<file path="src/rtl/core/generational_handle_allocator_macros.svh">
// ----------------------------------------------------------------------------
// Generational handle allocator assertion macros
// Shared property wrappers for the handle allocator checks.
// ----------------------------------------------------------------------------
`ifndef GENERATIONAL_HANDLE_ALLOCATOR_MACROS_SVH
`define GENERATIONAL_HANDLE_ALLOCATOR_MACROS_SVH

// Same-cycle implication, disabled while reset is high.
`define HGA_ASSERT_NOW(label, clk, rst, ante, cons, msg) \
  label: assert property (@(posedge clk) disable iff (rst) (ante) |-> (cons)) \
    else $error(msg);

// Next-cycle implication, disabled while reset is high.
`define HGA_ASSERT_NEXT(label, clk, rst, ante, cons, msg) \
  label: assert property (@(posedge clk) disable iff (rst) (ante) |=> (cons)) \
    else $error(msg);

`endif

</file>
<file path="src/rtl/core/hga_pkg.sv">
// ----------------------------------------------------------------------------
// Handle allocator package
// Shared types, codes and constants of the generational handle allocator.
// ----------------------------------------------------------------------------
`timescale 1ns / 1ps
`default_nettype none

package hga_pkg;

  localparam int SLOTS_DEFAULT = 1024;
  localparam int NS_W          = 12;
  localparam int NS_SHIFT      = 20;
  localparam int HANDLE_W      = 32;
  localparam int GEN_W         = 32;
  localparam int STATUS_W      = 2;

  localparam logic [STATUS_W-1:0] STATUS_OK    = 2'd0;
  localparam logic [STATUS_W-1:0] STATUS_STALE = 2'd1;
  localparam logic [STATUS_W-1:0] STATUS_FULL  = 2'd2;

  localparam logic REQ_ALLOC   = 1'b0;
  localparam logic REQ_RELEASE = 1'b1;

  typedef struct packed {
    logic                req_type;
    logic [HANDLE_W-1:0] handle_index;
    logic [GEN_W-1:0]    handle_generation;
  } req_t;

  typedef struct packed {
    logic [STATUS_W-1:0] status;
    logic [HANDLE_W-1:0] result_index;
    logic [GEN_W-1:0]    result_generation;
  } rsp_t;

  // Control for the item held between decode and commit.
  typedef struct packed {
    logic valid;
    logic release_req;
    logic bad_handle;
  } hga_ctl_t;

endpackage

`default_nettype wire

</file>
<file path="src/rtl/core/hga_commit.sv">
// ----------------------------------------------------------------------------
// Handle allocator commit
// Resolve the item against the tables, update state, register the result.
// ----------------------------------------------------------------------------
`timescale 1ns / 1ps
`default_nettype none

module hga_commit #(
  parameter int SLOTS = hga_pkg::SLOTS_DEFAULT,
  localparam int IDXW = (SLOTS > 1) ? $clog2(SLOTS) : 1,
  localparam int CNTW = $clog2(SLOTS + 1),
  localparam int SW   = hga_pkg::GEN_W + 1,
  localparam int KW   = IDXW + hga_pkg::GEN_W
) (
  input  wire logic                      clk,
  input  wire logic                      rst,
  input  wire logic [hga_pkg::NS_W-1:0]  ns_id,
  input  wire hga_pkg::hga_ctl_t         ctl,
  input  wire logic [IDXW-1:0]           slot,
  input  wire logic [hga_pkg::GEN_W-1:0] hgen,
  input  wire logic [IDXW-1:0]           slot_raddr,
  input  wire logic [SW-1:0]             slot_rdata,
  input  wire logic [KW-1:0]             stk_rdata,
  output logic                           slot_we,
  output logic      [IDXW-1:0]           slot_waddr,
  output logic      [SW-1:0]             slot_wdata,
  output logic                           stk_we,
  output logic      [IDXW-1:0]           stk_waddr,
  output logic      [KW-1:0]             stk_wdata,
  output logic      [IDXW-1:0]           stk_raddr,
  output logic                           done,
  output hga_pkg::rsp_t                  result
);

  import hga_pkg::*;

  logic [CNTW-1:0]     free_count, free_count_next;
  logic [CNTW-1:0]     slots_used, slots_used_next;
  logic                slot_byp, stk_byp;
  logic [SW-1:0]       slot_byp_data;
  logic [KW-1:0]       stk_byp_data;
  logic [SW-1:0]       slot_cur;
  logic [KW-1:0]       stk_cur;
  logic [IDXW-1:0]     pop_slot;
  logic [GEN_W-1:0]    pop_gen, bump_gen;
  logic [HANDLE_W-1:0] base;
  logic                rel_ok;
  rsp_t                rsp_next;

  always_comb begin
    slot_cur = slot_byp ? slot_byp_data : slot_rdata;
    stk_cur  = stk_byp ? stk_byp_data : stk_rdata;
    pop_slot = stk_cur[KW-1:GEN_W];
    pop_gen  = stk_cur[GEN_W-1:0];
    base     = HANDLE_W'(ns_id) << NS_SHIFT;
    bump_gen = hgen + GEN_W'(1);
    if (bump_gen == '0) begin
      bump_gen = GEN_W'(1);
    end
    rel_ok = !ctl.bad_handle && (CNTW'(slot) < slots_used) &&
             slot_cur[GEN_W] && (slot_cur[GEN_W-1:0] == hgen);

    free_count_next = free_count;
    slots_used_next = slots_used;
    slot_we         = 1'b0;
    slot_waddr      = slot;
    slot_wdata      = '0;
    stk_we          = 1'b0;
    stk_waddr       = free_count[IDXW-1:0];
    stk_wdata       = {slot, bump_gen};
    rsp_next        = '{status: STATUS_OK, result_index: '0, result_generation: '0};

    if (ctl.valid) begin
      if (!ctl.release_req) begin
        priority if (free_count != '0) begin
          // Reuse the most recently freed slot with its stored generation.
          free_count_next = free_count - CNTW'(1);
          slot_we         = 1'b1;
          slot_waddr      = pop_slot;
          slot_wdata      = {1'b1, pop_gen};
          rsp_next.result_index      = base + HANDLE_W'(pop_slot);
          rsp_next.result_generation = pop_gen;
        end else if (slots_used != CNTW'(SLOTS)) begin
          slots_used_next = slots_used + CNTW'(1);
          slot_we         = 1'b1;
          slot_waddr      = slots_used[IDXW-1:0];
          slot_wdata      = {1'b1, GEN_W'(1)};
          rsp_next.result_index      = base + HANDLE_W'(slots_used);
          rsp_next.result_generation = GEN_W'(1);
        end else begin
          rsp_next.status = STATUS_FULL;
        end
      end else if (rel_ok) begin
        slot_we    = 1'b1;
        slot_wdata = {1'b0, bump_gen};
        if (free_count != CNTW'(SLOTS)) begin
          stk_we          = 1'b1;
          free_count_next = free_count + CNTW'(1);
        end
      end else begin
        rsp_next.status = STATUS_STALE;
      end
    end
  end

  // Next pop reads the stack top as it stands after this commit.
  assign stk_raddr = IDXW'(free_count_next - CNTW'(1));

  always_ff @(posedge clk) begin
    if (rst) begin
      free_count <= '0;
      slots_used <= '0;
      done       <= 1'b0;
    end else begin
      free_count <= free_count_next;
      slots_used <= slots_used_next;
      done       <= ctl.valid;
    end
    result        <= rsp_next;
    slot_byp      <= slot_we && (slot_waddr == slot_raddr);
    slot_byp_data <= slot_wdata;
    stk_byp       <= stk_we && (stk_waddr == stk_raddr);
    stk_byp_data  <= stk_wdata;
  end

endmodule

`default_nettype wire

</file>
<file path="config.mk">
export PLATFORM = sky130hd
export DESIGN_NAME = hga_commit
export DESIGN_NICKNAME = d
export VERILOG_FILES = /design/src/rtl/core/generational_handle_allocator_macros.svh /design/src/rtl/core/hga_pkg.sv /design/src/rtl/core/hga_commit.sv
export SDC_FILE = /design/constraint.sdc
export NUM_CORES = 1
export LEC_CHECK = 0
export BUFFER_PORTS_ARGS = -buffer_cell sky130_fd_sc_hd__buf_2
export CELL_PAD_IN_SITES_DETAIL_PLACEMENT = 0
export CELL_PAD_IN_SITES_GLOBAL_PLACEMENT = 1
export CORE_MARGIN = 2
export CORE_UTILIZATION = 35
export DETAILED_ROUTE_END_ITERATION = 6
export PLACE_DENSITY = 0.77
export SLEW_MARGIN = 5
export SYNTH_ARGS = -nofsm -noshare
export SYNTH_HDL_FRONTEND = slang
export SYNTH_SLANG_ARGS = --single-unit
</file>
<file path="constraint.sdc">
create_clock -name clk -period 3.6 [get_ports clk]
set_input_delay 0.18 -clock clk [delete_from_list [all_inputs] [get_ports clk]]
set_output_delay 0.18 -clock clk [all_outputs]
set_load 0.02 [all_outputs]
</file>
After elaboration in Yosys (flattened, before gate mapping)
Index checks and enable logic that the tools add are counted.

storage, ports and cells
  output and inout port bits = 174
  logic and storage cells = 68
  flip-flop bits (word level) = 166
  input bits = 144

cells by class
  reduce and logical (&&, ||, !) cells = 10
  $lt $le $gt $ge = 1
  equal/unequal tests = 5
  bitwise gates (word level) = 3
  muxes and demuxes = 32
  add/sub/neg operators = 7

operators by type and width
  operator                                                               count
  33-bit 2-to-1 mux                                                      5
  64-bit 2-to-1 mux                                                      2
  32-bit 2-to-1 mux                                                      2
  11-bit 2-to-1 mux                                                      5
  42-bit 2-to-1 mux                                                      1
  10-bit 2-to-1 mux                                                      4
  32-bit by 1-bit adder with 32-bit output (second input constant)       1
  32-bit by 10-bit adder with 32-bit output                              1
  32-bit by 11-bit adder with 32-bit output                              1
  32-bit equality test                                                   1
  32-bit logical NOT                                                     1
  11-bit by 1-bit adder with 11-bit output (second input constant)       2
  11-bit != test (second input constant)                                 2
  10-bit equality test                                                   2
  10-bit by 11-bit < comparator with 1-bit output                        1
  11-bit nonzero test                                                    1
  11-bit by 1-bit subtractor with 11-bit output (second input constant)  1
  1-bit 2-to-1 mux                                                       10
  10-bit by 1-bit subtractor with 10-bit output (second input constant)  1
  2-bit 2-to-1 mux                                                       3
  1-bit logical AND                                                      5
  4-bit AND reduction                                                    1
  1-bit NOT                                                              3
  2-bit OR reduction                                                     1
  1-bit logical NOT                                                      1

Depth between registers and ports, before layout
Gate-level depths: netlist of run 1.

  word-level depth = 10
  gate-level depth with buffers = 15
  mapped depth without buffers = 13

Worst setup path after synthesis of run 1
OpenSTA, ideal clock, no wires.

  path type = reg2out
  start point = register slot_byp
  end point = output stk_raddr[8]
  arrival = 3.844 ns
  stages on the path, launching flop included = 14
  setup slack = -0.424 ns
  cells stage by stage = dfxtp_1 buf_6 buf_12 mux2i_1 xor2_1 nand4_1 or4_1 buf_2 nor4_2 nor2_1 xnor2_1 ha_1 nand4_1 xnor2_1

between the ends
  word-level cells in the longest chain between the ends = 7
  elaborated cells on any way between the ends = 8
  classes of those cells = 1 x add/sub; 1 x eq/ne; 4 x mux; 2 x reduce/logical

ends and longest elaborated chain
  item                                                       RTL line                            text
  from (decl)                                                hga_commit.sv:39                    logic slot_byp, stk_byp;
  from (signal assigned)                                     hga_commit.sv:120                   slot_byp <= slot_we && (slot_waddr == slot_raddr);
  33-bit 2-to-1 mux (*)                                      hga_commit.sv:51                    slot_cur = slot_byp ? slot_byp_data : slot_rdata;
  32-bit equality test or 1-bit logical AND (tied branches)  hga_commit.sv:61, hga_commit.sv:60
  1-bit logical AND (*)                                      hga_commit.sv:61                    slot_cur[GEN_W] && (slot_cur[GEN_W-1:0] == hgen);
  11-bit 2-to-1 mux (*)                                      hga_commit.sv:93                    end else if (rel_ok) begin
  11-bit 2-to-1 mux (*)                                      hga_commit.sv:74                    if (!ctl.release_req) begin
  11-bit 2-to-1 mux (*)                                      hga_commit.sv:73                    if (ctl.valid) begin
  10-bit by 1-bit subtractor with 10-bit output (*)          hga_commit.sv:107                   assign stk_raddr = IDXW'(free_count_next - CNTW'(1));
  to (decl)                                                  hga_commit.sv:30                    output logic [IDXW-1:0] stk_raddr,

Mark *: on every way between the ends. The rest lies on a longest branch, timed or not.

Worst setup path in the final report of run 1
Same ends and word-level chain as after synthesis.

==> run metrics, run 1 <==
Ys Warns 0; post-route ant nets 0; Remaining DRCs 0; Area Growth Syn to Fin 46.7%; syn_area_per_cell a little over 9 µm²; io pins around 320; type of the tightest min-delay check input port to flip-flop; TritonCTS Buffers 17; Root Buffer Master clkbuf_16; Worst Path Arrival 3830 ps; Final #Nets roughly 1,400; VDD IR max a little over 0.0003 V; Initial Util 0.356; critical path endpoint category primary output; H-tree levels 4; min Tclk post-route ~4000 ps; CP max FO 5; crit path cell chain buf_4 > clkbuf_16 > mux2i_2 > xor2_1 > nand4_1 > or4_4 > buf_6 > o311a_1 > a211oi_2 > nand2_1 > nor3b_2 > buf_4 > nand4_1 > xnor2_2 > buf_4; Leak Pwr ~5.3 nW; ys async rst share 0; global route overflow 0; sequential element share of the synthesized area 0.406; Primary FF master, synth dfxtp_1; full die area between 20,000 and 25,000 µm²; r2r startpoint slot_byp$_DFF_P_; largest net degree at the start of global routing 25; clk_lat worst skew around 420 ps; GPL Wtd Cong roughly 0.88; crit-path most repeated cell buf_4; wire per inst around 19 µm; first-pass GRT wire length 42,400 µm; post-synthesis cell type count 62; Max-Cap Viols 0; CTS tree yes; Finished Cell Area approximately 11,000 µm²; Slowest-stage cell, CP or4_4; drt pass-1 iters 5; Post-DP Area approximately 9800 µm²; Die H 153 µm; Peak Freq between 200 and 250 MHz; Hold Startpoint slot[8]; GRT Util Overall 0.232; Post-Syn Instances approximately 830; Design Power about 6.4 mW; Die Wd around 150 µm; Setup Total Neg Slack -3540 ps; r2r setup slk -120 ps; vias between 7,000 and 8,000; initial antenna violation count 5; TritonCTS Sinks roughly 160; critical path required time roughly 3400 ps; Worst-path clk slew 60 ps; pwr dens 566 nW/µm²; fin. max-slew vios 0; vias in the first global route ~7,500; clk buf depth 2; final setup fails 17; site row count 54; Crit Path Category flip-flop to primary output; Synth Register Bits between 150 and 200; synthesized area around 7700 µm²; layout cells sized above 1 0.404; core area between 20,000 and 25,000 µm²; failing checks setup timing; CP top delay family simple AND/OR/NAND/NOR gates; port bufs a little over 300; setup slack after layout -412 ps; startpoint types flip-flop; Worst Tran Pin Value about 690 ps; Via density between 4 and 5; Final Cycle Share 1.11; Hold Worst Slack roughly 29 ps; Layout Skew about 9.6 ps; HPWL Detailed between 20,000 and 25,000 µm; unrepaired setup endpoints after global routing yes; Rel. slew slack 0.541; status finished with violations; Bufs and invs on worst path 5; Fin. Hold Viols 0; Total Wirelength roughly 28,000 µm; number of flops mapped to enable cells by yosys 0; Critical Path Source slot_byp$_DFF_P_; CP peak stage delay 580 ps; DRT iter0 DRCs ~340
[report_power, final]
| part | switching, mW | total [mW] | internal, mW |
|---|---|---|---|
| clock | 0.786 | 1.79 | 1.01 |
| sequential | 0.0863 | 2.02 | 1.94 |
| combinational | 1.52 | 2.62 | 1.10 |
[cell usage in the layout, fill, tap and decap left out, types with 7 or more instances in the layout]
| cell type | count |
|---|---|
| a21oi_1 | 17 |
| ha_1 | 14 |
| and3_1 | 13 |
| xor2_1 | 44 |
| buf_6 | 10 |
| dfxtp_1 | 155 |
| clkbuf_16 | 18 |
| nand2b_1 | 9 |
| conb_1 | 9 |
| a21o_1 | 35 |
| nand3_1 | 25 |
| nand4_1 | 20 |
| xnor2_1 | 53 |
| buf_4 | 110 |
| nor4_1 | 8 |
| and2_1 | 19 |
| nor2_1 | 76 |
| a211oi_1 | 7 |
| inv_1 | 27 |
| o21ai_0 | 13 |
| buf_2 | 283 |
| dlygate4sd3_1 | 22 |
| mux2i_1 | 70 |
| nor3_1 | 16 |
| nand2_1 | 29 |
[per-stage QoR]
stage | std cells | util | worst slack, ps
5_1_grt | 1514 | 0.522 | -579
3_3_place_gp | 1422 | 0.452 | -80.1
3_5_place_dp | 1422 | 0.452 | -117
4_1_cts | 1493 | 0.502 | -339
6_report | 1514 | 0.522 | -412
2_1_floorplan | 840 | - | 16.9
[Yosys cell counts, types with 5 or more instances]
| library cell | count | area, µm² |
|---|---|---|
| dfxtp_1 | 157 | 3140 |
| mux2i_1 | 76 | 761 |
| nor2_1 | 76 | 285 |
| xnor2_1 | 56 | 490 |
| xor2_1 | 46 | 403 |
| a21o_1 | 36 | 270 |
| nand2_1 | 31 | 116 |
| buf_4 | 29 | 218 |
| clkbuf_1 | 28 | 105 |
| inv_1 | 27 | 101 |
| nand3_1 | 26 | 130 |
| nand4_1 | 20 | 125 |
| and2_1 | 19 | 119 |
| a21oi_1 | 17 | 85.1 |
| nor3_1 | 16 | 80.1 |
| ha_1 | 15 | 188 |
| o21ai_0 | 14 | 70.1 |
| and3_1 | 13 | 81.3 |
| nor4_1 | 12 | 75.1 |
| a211oi_1 | 10 | 75.1 |
| buf_1 | 10 | 37.5 |
| nand2b_1 | 10 | 62.6 |
| o22ai_1 | 7 | 43.8 |
| and4_1 | 6 | 52.6 |
| nor2b_1 | 6 | 37.5 |
| or4_1 | 5 | 37.5 |
[flip-flops by register name, indices dropped and copies added, names as in the netlist]
register,count
stk_byp_data,42
result,57
slot_byp,1
slots_used,11
slot_byp_data,33
stk_byp,1
done,1
free_count,11
[cell families after synthesis]
| kind of cell | Yosys count | synth area share |
|---|---|---|
| simple gates | 260 | 0.179 |
| flops | 157 | 0.406 |
| compound gates | 118 | 0.107 |
| xor+xnor | 102 | 0.115 |
| buf+inv | 102 | 0.0691 |
| mux | 77 | 0.0997 |
| fa+ha+maj | 15 | 0.0242 |
| other cells | 1 | 0.000484 |
[path summary, 6_finish.rpt]
kind / end / depth (start not counted)
max reg2reg: stk_byp$_DFF_P_ / 15
min reg2reg: result[13]$_SDFF_PP0_ / 2
min: stk_byp_data[40]$_DFF_P_ / 2
max: stk_raddr[8] / 15
[what timing repair did]
item / in CTS / in global routing
hold buffers: 22 / 0
cloned: 1 / 2
setup endpoints to repair: 19 / 44
pin swaps: 9 / 16
buffers inserted: 17 / 16
hold endpoints to repair: 22 / 0
gates resized for setup: 34 / 59
[cell type report]
class	count	area [µm²]
clock inverters	12	125
well taps	280	350
flip-flops and latches	157	3150
inverters	27	101
clock buffers	20	457
repair buffers	434	2760
multi-input cells	581	4420
fillers	2043	10400
diodes	3	7.51
[layer usage]
layer  wire (µm)  share of wire  GRT usage  up-vias
li1            -              -          -     3636
met1       11800           0.42      0.286     3480
met2       13800           0.49      0.400      299
met3        1870          0.067     0.0589       34
met4         552          0.020     0.0683        2
met5          11        0.00039          0        -
Power figures use the tool's default switching activity.
==> run 2, diff against run 1 <==
--- a/config.mk
+++ b/config.mk
@@ -9,10 +9,11 @@
 export CELL_PAD_IN_SITES_DETAIL_PLACEMENT = 0
 export CELL_PAD_IN_SITES_GLOBAL_PLACEMENT = 1
 export CORE_MARGIN = 2
-export CORE_UTILIZATION = 35
+export CORE_UTILIZATION = 38
 export DETAILED_ROUTE_END_ITERATION = 6
-export PLACE_DENSITY = 0.77
+export PLACE_DENSITY = 0.83
 export SLEW_MARGIN = 5
 export SYNTH_ARGS = -nofsm -noshare
 export SYNTH_HDL_FRONTEND = slang
 export SYNTH_SLANG_ARGS = --single-unit
+export TNS_END_PERCENT = 20
==> constraint.sdc (replaced) <==
create_clock -name clk -period 4.9 [get_ports clk]
set_input_delay 0.245 -clock clk [delete_from_list [all_inputs] [get_ports clk]]
set_output_delay 0.245 -clock clk [all_outputs]
set_load 0.02 [all_outputs]
==> run metrics, run 2 (same netlist as run 1, synthesis figures left out) <==
met3 wire length 1860 µm (-0.43%); Root Buffer Master clkbuf_16; Worst Path Arrival 4220 ps (+390 ps); core area 20,100 µm² (-7.6%); Layout fillers 1,961 (-4.0%); port bufs 308 (unchanged); global route overflow 0 (unchanged); met1 WL 11,000 µm (-6.9%); site row count 52 (-3.7%); critical path required time 4660 ps (+1240 ps); min Tclk post-route 4460 ps; clk_lat worst skew 430 ps (about the same); drt pass-1 iters 5 (unchanged); Die Wd 147 µm (-3.9%); most frequent cells in the layout buf_2, dfxtp_1, nor2_1, mux2i_1, xnor2_1; Worst Tran Pin Value 747 ps (+58.9 ps); r2r startpoint free_count[6]$_SDFF_PP0_; Hold Worst Slack 15.9 ps (-13.0 ps); Crit Path Category flip-flop to primary output; Final Cycle Share 0.911; largest net degree at the start of global routing 27 (+8.0%); Die H 147 µm (-3.9%); HPWL Detailed 20,300 µm (-6.5%); type of the tightest min-delay check input port to flip-flop; wire per inst 18.4 µm (-0.85%); post-route ant nets 0 (unchanged); first-pass GRT wire length 38,500 µm (-9.2%); io pins 318 (unchanged); TritonCTS Sinks 157 (unchanged); most common cell after layout, fill and taps aside buf_2; unrepaired setup endpoints after global routing no; Finished Layout Cells 1,402 (-7.4%); Finished Cell Area 10,000 µm² (-12%); layout cells sized above 1 0.324 (-0.0793); Area Growth Syn to Fin 29.2%; critical path endpoint category primary output; Rel. slew slack 0.502 (-0.0393); Worst-path clk slew 70 ps (about the same); largest registers result x57, stk_byp_data x42, slot_byp_data x33; H-tree levels 4 (unchanged); Via density 5.02 (+2.1%); full die area 21,500 µm² (-7.7%); clk buf depth 2 (unchanged); CTS tree yes; Max-Cap Viols 0 (unchanged); Critical Path Source free_count[6]$_SDFF_PP0_; status completed; Fin. Hold Viols 0 (unchanged); Highest Signal Layer met5; GRT Util Overall 0.232 (-0.000296); fin. max-slew vios 0 (unchanged); Initial Util 0.385 (+0.0292); Layout Skew 8.98 ps (-0.618 ps); Peak Freq ~220 MHz; DRT iter0 DRCs 304 (-10%); Placed Instances 1,353 (-4.9%); final setup fails 0 (-17); Leak Pwr 4.61 nW (-13%); Final #Nets 1,271 (-7.7%); Hold Startpoint ns_id[2]; Post-DP Area 9310 µm² (-5.3%); CP max FO 25 (+20); met2 WL 12,400 µm (-9.9%); r2r setup slk 1090 ps (+1210 ps); GPL Wtd Cong 0.870 (-0.78%); initial antenna violation count 8 (+3); vias 7,042 (-5.5%); Remaining DRCs 0 (unchanged); pwr dens 433 nW/µm² (-24%); startpoint types flip-flop; Total Wirelength 25,700 µm (-8.2%); TritonCTS Buffers 17 (unchanged); Reg with most FFs result; vias in the first global route 6,845 (-8.4%); Setup Total Neg Slack 0 ps (+3540 ps); VDD IR max 0.000227 V (-27%); max reg flops 57 (unchanged)
==> run 2: repair_timing <==
item | in CTS | in global routing
hold buffers | 9 | 0
gates resized for setup | 1 | 0
buffers inserted | 0 | 1
endpoints found under the setup margin | 1 | 1
hold endpoints to repair | 9 | 0
==> run 2: area by class of cell <==
class | instances | area [µm²] | area share
timing repair buffer | 328 | 1720 | 0.172
inverter | 27 | 101 | 0.0101
clock inverter | 13 | 131 | 0.0131
tap | 270 | 338 | 0.0338
sequential | 157 | 3150 | 0.315
antenna | 7 | 17.5 | 0.00175
clock buffer | 19 | 443 | 0.0443
multi-input combinational | 581 | 4110 | 0.410
==> run 2: path summary, 6_finish.rpt <==
check                                to  depth (start not counted)
setup / recovery           stk_raddr[9]                         13
hold / removal    result[54]$_SDFF_PP0_                          2
setup reg to reg       slot_byp$_DFF_P_                         11
hold reg to reg   result[21]$_SDFF_PP0_                          2
==> run 2: routing by layer <==
metal / global-route usage / vias up
met2: 0.397 / 280
met4: 0.0718 / 4
met5: 0 / -
met1: 0.284 / 3294
li1: - / 3433
met3: 0.0618 / 31
==> run 2: report_power, final <==
group          switching (mW)  internal [mW]
registers              0.0744           1.42
clock network           0.579          0.724
logic                   0.985          0.544
==> run 2: stage by stage <==
step / setup WS (ps) / util / power, mW
6_report: 437 / 0.498 / 4.33
5_1_grt: 112 / 0.497 / 4.55
4_1_cts: 214 / 0.496 / 4.36
3_5_place_dp: 466 / 0.463 / 3.05
3_3_place_gp: 607 / 0.463 / 3.05
2_1_floorplan: 811 / - / 2.57
==> run 2: critical path: stages (launching register included) <==
cell	delay, ps
dfxtp_1	350
or4_1	640
nor4_2	410
nand2b_1	170
buf_4	240
nand2_2	390
buf_4	390
o41ai_1	100
nand2_1	90
xor2_1	280
and2_1	220
nand4_1	120
xnor2_1	180
buf_2	190
==> run 3, diff against run 2 <==
--- a/config.mk
+++ b/config.mk
@@ -9,9 +9,10 @@
 export CELL_PAD_IN_SITES_DETAIL_PLACEMENT = 0
 export CELL_PAD_IN_SITES_GLOBAL_PLACEMENT = 1
 export CORE_MARGIN = 2
-export CORE_UTILIZATION = 38
+export CORE_UTILIZATION = 39
+export CTS_BUF_LIST = sky130_fd_sc_hd__clkbuf_4 sky130_fd_sc_hd__clkbuf_8
 export DETAILED_ROUTE_END_ITERATION = 6
-export PLACE_DENSITY = 0.83
+export PLACE_DENSITY_LB_ADDON = 0.1
 export SLEW_MARGIN = 5
 export SYNTH_ARGS = -nofsm -noshare
 export SYNTH_HDL_FRONTEND = slang
==> run metrics, run 3 (same netlist as run 1, synthesis figures left out) <==
status completed; combinational share of power 0.379 (+0.026); worst reg2reg path depth 11 (unchanged); Crit Path Category flip-flop to primary output; TritonCTS Sinks 157 (unchanged); post-route ant nets 0 (unchanged); GR Util met1 0.290 (+0.00600); Final #Nets 1,285 (+1.1%); Post-Place Worst Slack 527 ps (+61.5 ps); Layout fillers 1,937 (-1.2%); crit-path most repeated cell xnor2_1; largest registers result x57, stk_byp_data x42, slot_byp_data x33; Total Wirelength 25,400 µm (-1.2%); most used routing layer met2; Area Growth Syn to Fin 28.8%; io pins 318 (unchanged); DRT iter0 DRCs 334 (+9.9%); pwr dens 404 nW/µm² (-6.7%); final setup fails 0 (unchanged); GRT Util Overall 0.238 (+0.00695); startpoint types flip-flop; critical path required time 4660 ps (about the same); crit path cell chain buf_8 > mux2i_1 > xor2_1 > o2111ai_1 > or4_1 > o41ai_2 > and3b_1 > xnor2_1 > nor3b_2 > nand4_1 > xnor2_1 > buf_2; Slowest-stage cell, CP or4_1; Die Wd 145 µm (-1.3%); Worst Path Arrival 4250 ps (+30 ps); power share of the sequential group 0.371 (+0.025); Sw Share 0.400 (+0.0217); wire per inst 18.0 µm (-1.7%); Worst Tran Pin Value 787 ps (+40.2 ps); port bufs 308 (unchanged); layout cells sized above 1 0.323 (-0.00135); TritonCTS Buffers 17 (unchanged); P_sw 1.61 mW (-1.7%); clock share of power 0.250 (-0.051); Peak Freq 223 MHz (-0.64%); Layout Skew 17.8 ps (+8.84 ps); site row count 51 (-1.9%); Initial Util 0.398 (+0.0127); type of the tightest min-delay check input port to flip-flop; largest net degree at the start of global routing 42 (+56%); Worst-path clk slew 90 ps (+20 ps); vias 6,950 (-1.3%); met3 usage 0.0629 (+0.00109); Remaining DRCs 0 (unchanged); hold depth 3 (+1); HPWL Detailed 19,700 µm (-3.0%); global route overflow 0 (unchanged); Rel. slew slack 0.471 (-0.0312); full die area 21,000 µm² (-2.5%); first-pass GRT wire length 39,400 µm (+2.4%); GPL Wtd Cong 0.857 (-1.5%); CP top delay family simple AND/OR/NAND/NOR gates; Root Buffer Master clkbuf_8; clk_lat worst skew 460 ps (+30 ps); max reg flops 57 (unchanged); Die H 145 µm (-1.3%); CP max FO 14 (-44%); min Tclk post-route 4490 ps (+28.8 ps); Seq. cell area 3150 µm² (unchanged); most common cell after layout, fill and taps aside buf_2; Levels on crit path 12 (-1); clk buf depth 2 (unchanged); CP peak stage delay 660 ps (+20 ps); most frequent cells in the layout buf_2, dfxtp_1, nor2_1, mux2i_1, xnor2_1; Setup Total Neg Slack 0 ps (unchanged); initial antenna violation count 6 (-2); area of the multi-input gates 4120 µm² (+0.40%); Bufs and invs on worst path 2 (-1); VDD IR max 0.000160 V (-29%); Reg with most FFs result; CTS tree yes; internal power 2.42 mW (-10%); Final Cycle Share 0.917 (+0.00588); fin. max-slew vios 0 (unchanged); critical path endpoint category primary output; vias in the first global route 7,026 (+2.6%); drt pass-1 iters 4 (-1); Leak Pwr 4.62 nW (+0.12%); core area 19,500 µm² (-3.2%); setup slack after layout 408 ps (-28.8 ps); unrepaired setup endpoints after global routing no; M2 GR Usage 0.415 (+0.0180); Via density 4.93 (-1.8%); H-tree levels 4 (unchanged); Max-Cap Viols 0 (unchanged); Fin. Hold Viols 0 (unchanged)
run 3: cell count changes in the layout (fill, tap and decap cells not counted), sizes merged:
cell | previous run | this run
clkinv | 4 | 2
dlygate4sd3 | 9 | 22
clkinvlp | 3 | 1
buf | 319 | 320
inv | 32 | 36
diode | 7 | 5
run 3: final timing paths:
path | slack [ps] | from | end
max | 410 | slot_byp$_DFF_P_ | stk_raddr[9]
min | 40 | stk_rdata[18] | result[18]$_SDFF_PP0_
max reg2reg | 1030 | free_count[3]$_SDFF_PP0_ | slot_byp$_DFF_P_
min reg2reg | 510 | stk_byp_data[18]$_DFF_P_ | result[18]$_SDFF_PP0_
run 3: worst register-to-register path, delay by kind of cell (launching register included):
| family | cells | cell delay [ps] |
|---|---|---|
| and+or+nand+nor | 6 | 1950 |
| buffers and inverters | 2 | 690 |
| AOI/OAI and AO/OA | 2 | 500 |
| DFF | 1 | 420 |
| xor gates and xnor gates | 1 | 140 |
run 3: cell type report:
type | instances | area share
repair buffers | 342 | 0.186
well taps | 265 | 0.0332
clock inverters | 13 | 0.0144
flip-flops and latches | 157 | 0.316
inverters | 27 | 0.0102
multi-input cells | 581 | 0.413
clock buffers | 19 | 0.0256
diodes | 5 | 0.00125
run 3: power by group through the flow:
stage | logic, mW | clock network [mW] | registers (mW)
after floorplan | 0.986 | 0 | 1.58
after global placement | 1.52 | 0 | 1.52
after detailed placement | 1.52 | 0 | 1.52
after CTS | 1.54 | 1.04 | 1.49
after global routing | 1.66 | 1.10 | 1.51
final | 1.53 | 1.01 | 1.49
run 3: metrics by stage:
stage               area, µm²  utilization  hold WS, ps  instances  total power [mW]
floorplan                7780            -          273        840              2.57
global placement         9310        0.478          396       1349              3.05
detailed placement       9310        0.478          398       1349              3.04
CTS                      9930        0.510         18.7       1403              4.07
global route             9970        0.512         51.9       1408              4.27
finish                   9970        0.513         44.2       1409              4.03
run 3: metal layers:
layer | vias up | part of all wire
met2 | 230 | 0.50
li1 | 3452 | -
met3 | 29 | 0.066
met1 | 3237 | 0.42
met4 | 2 | 0.015
met5 | - | 0.00051
run 3: timing repair:
action                                  CTS  global route
setup buffers                             0             1
gates resized for setup                   1             2
endpoints found under the hold margin    22             0
hold buffers                             22             0
endpoints found under the setup margin    2             6
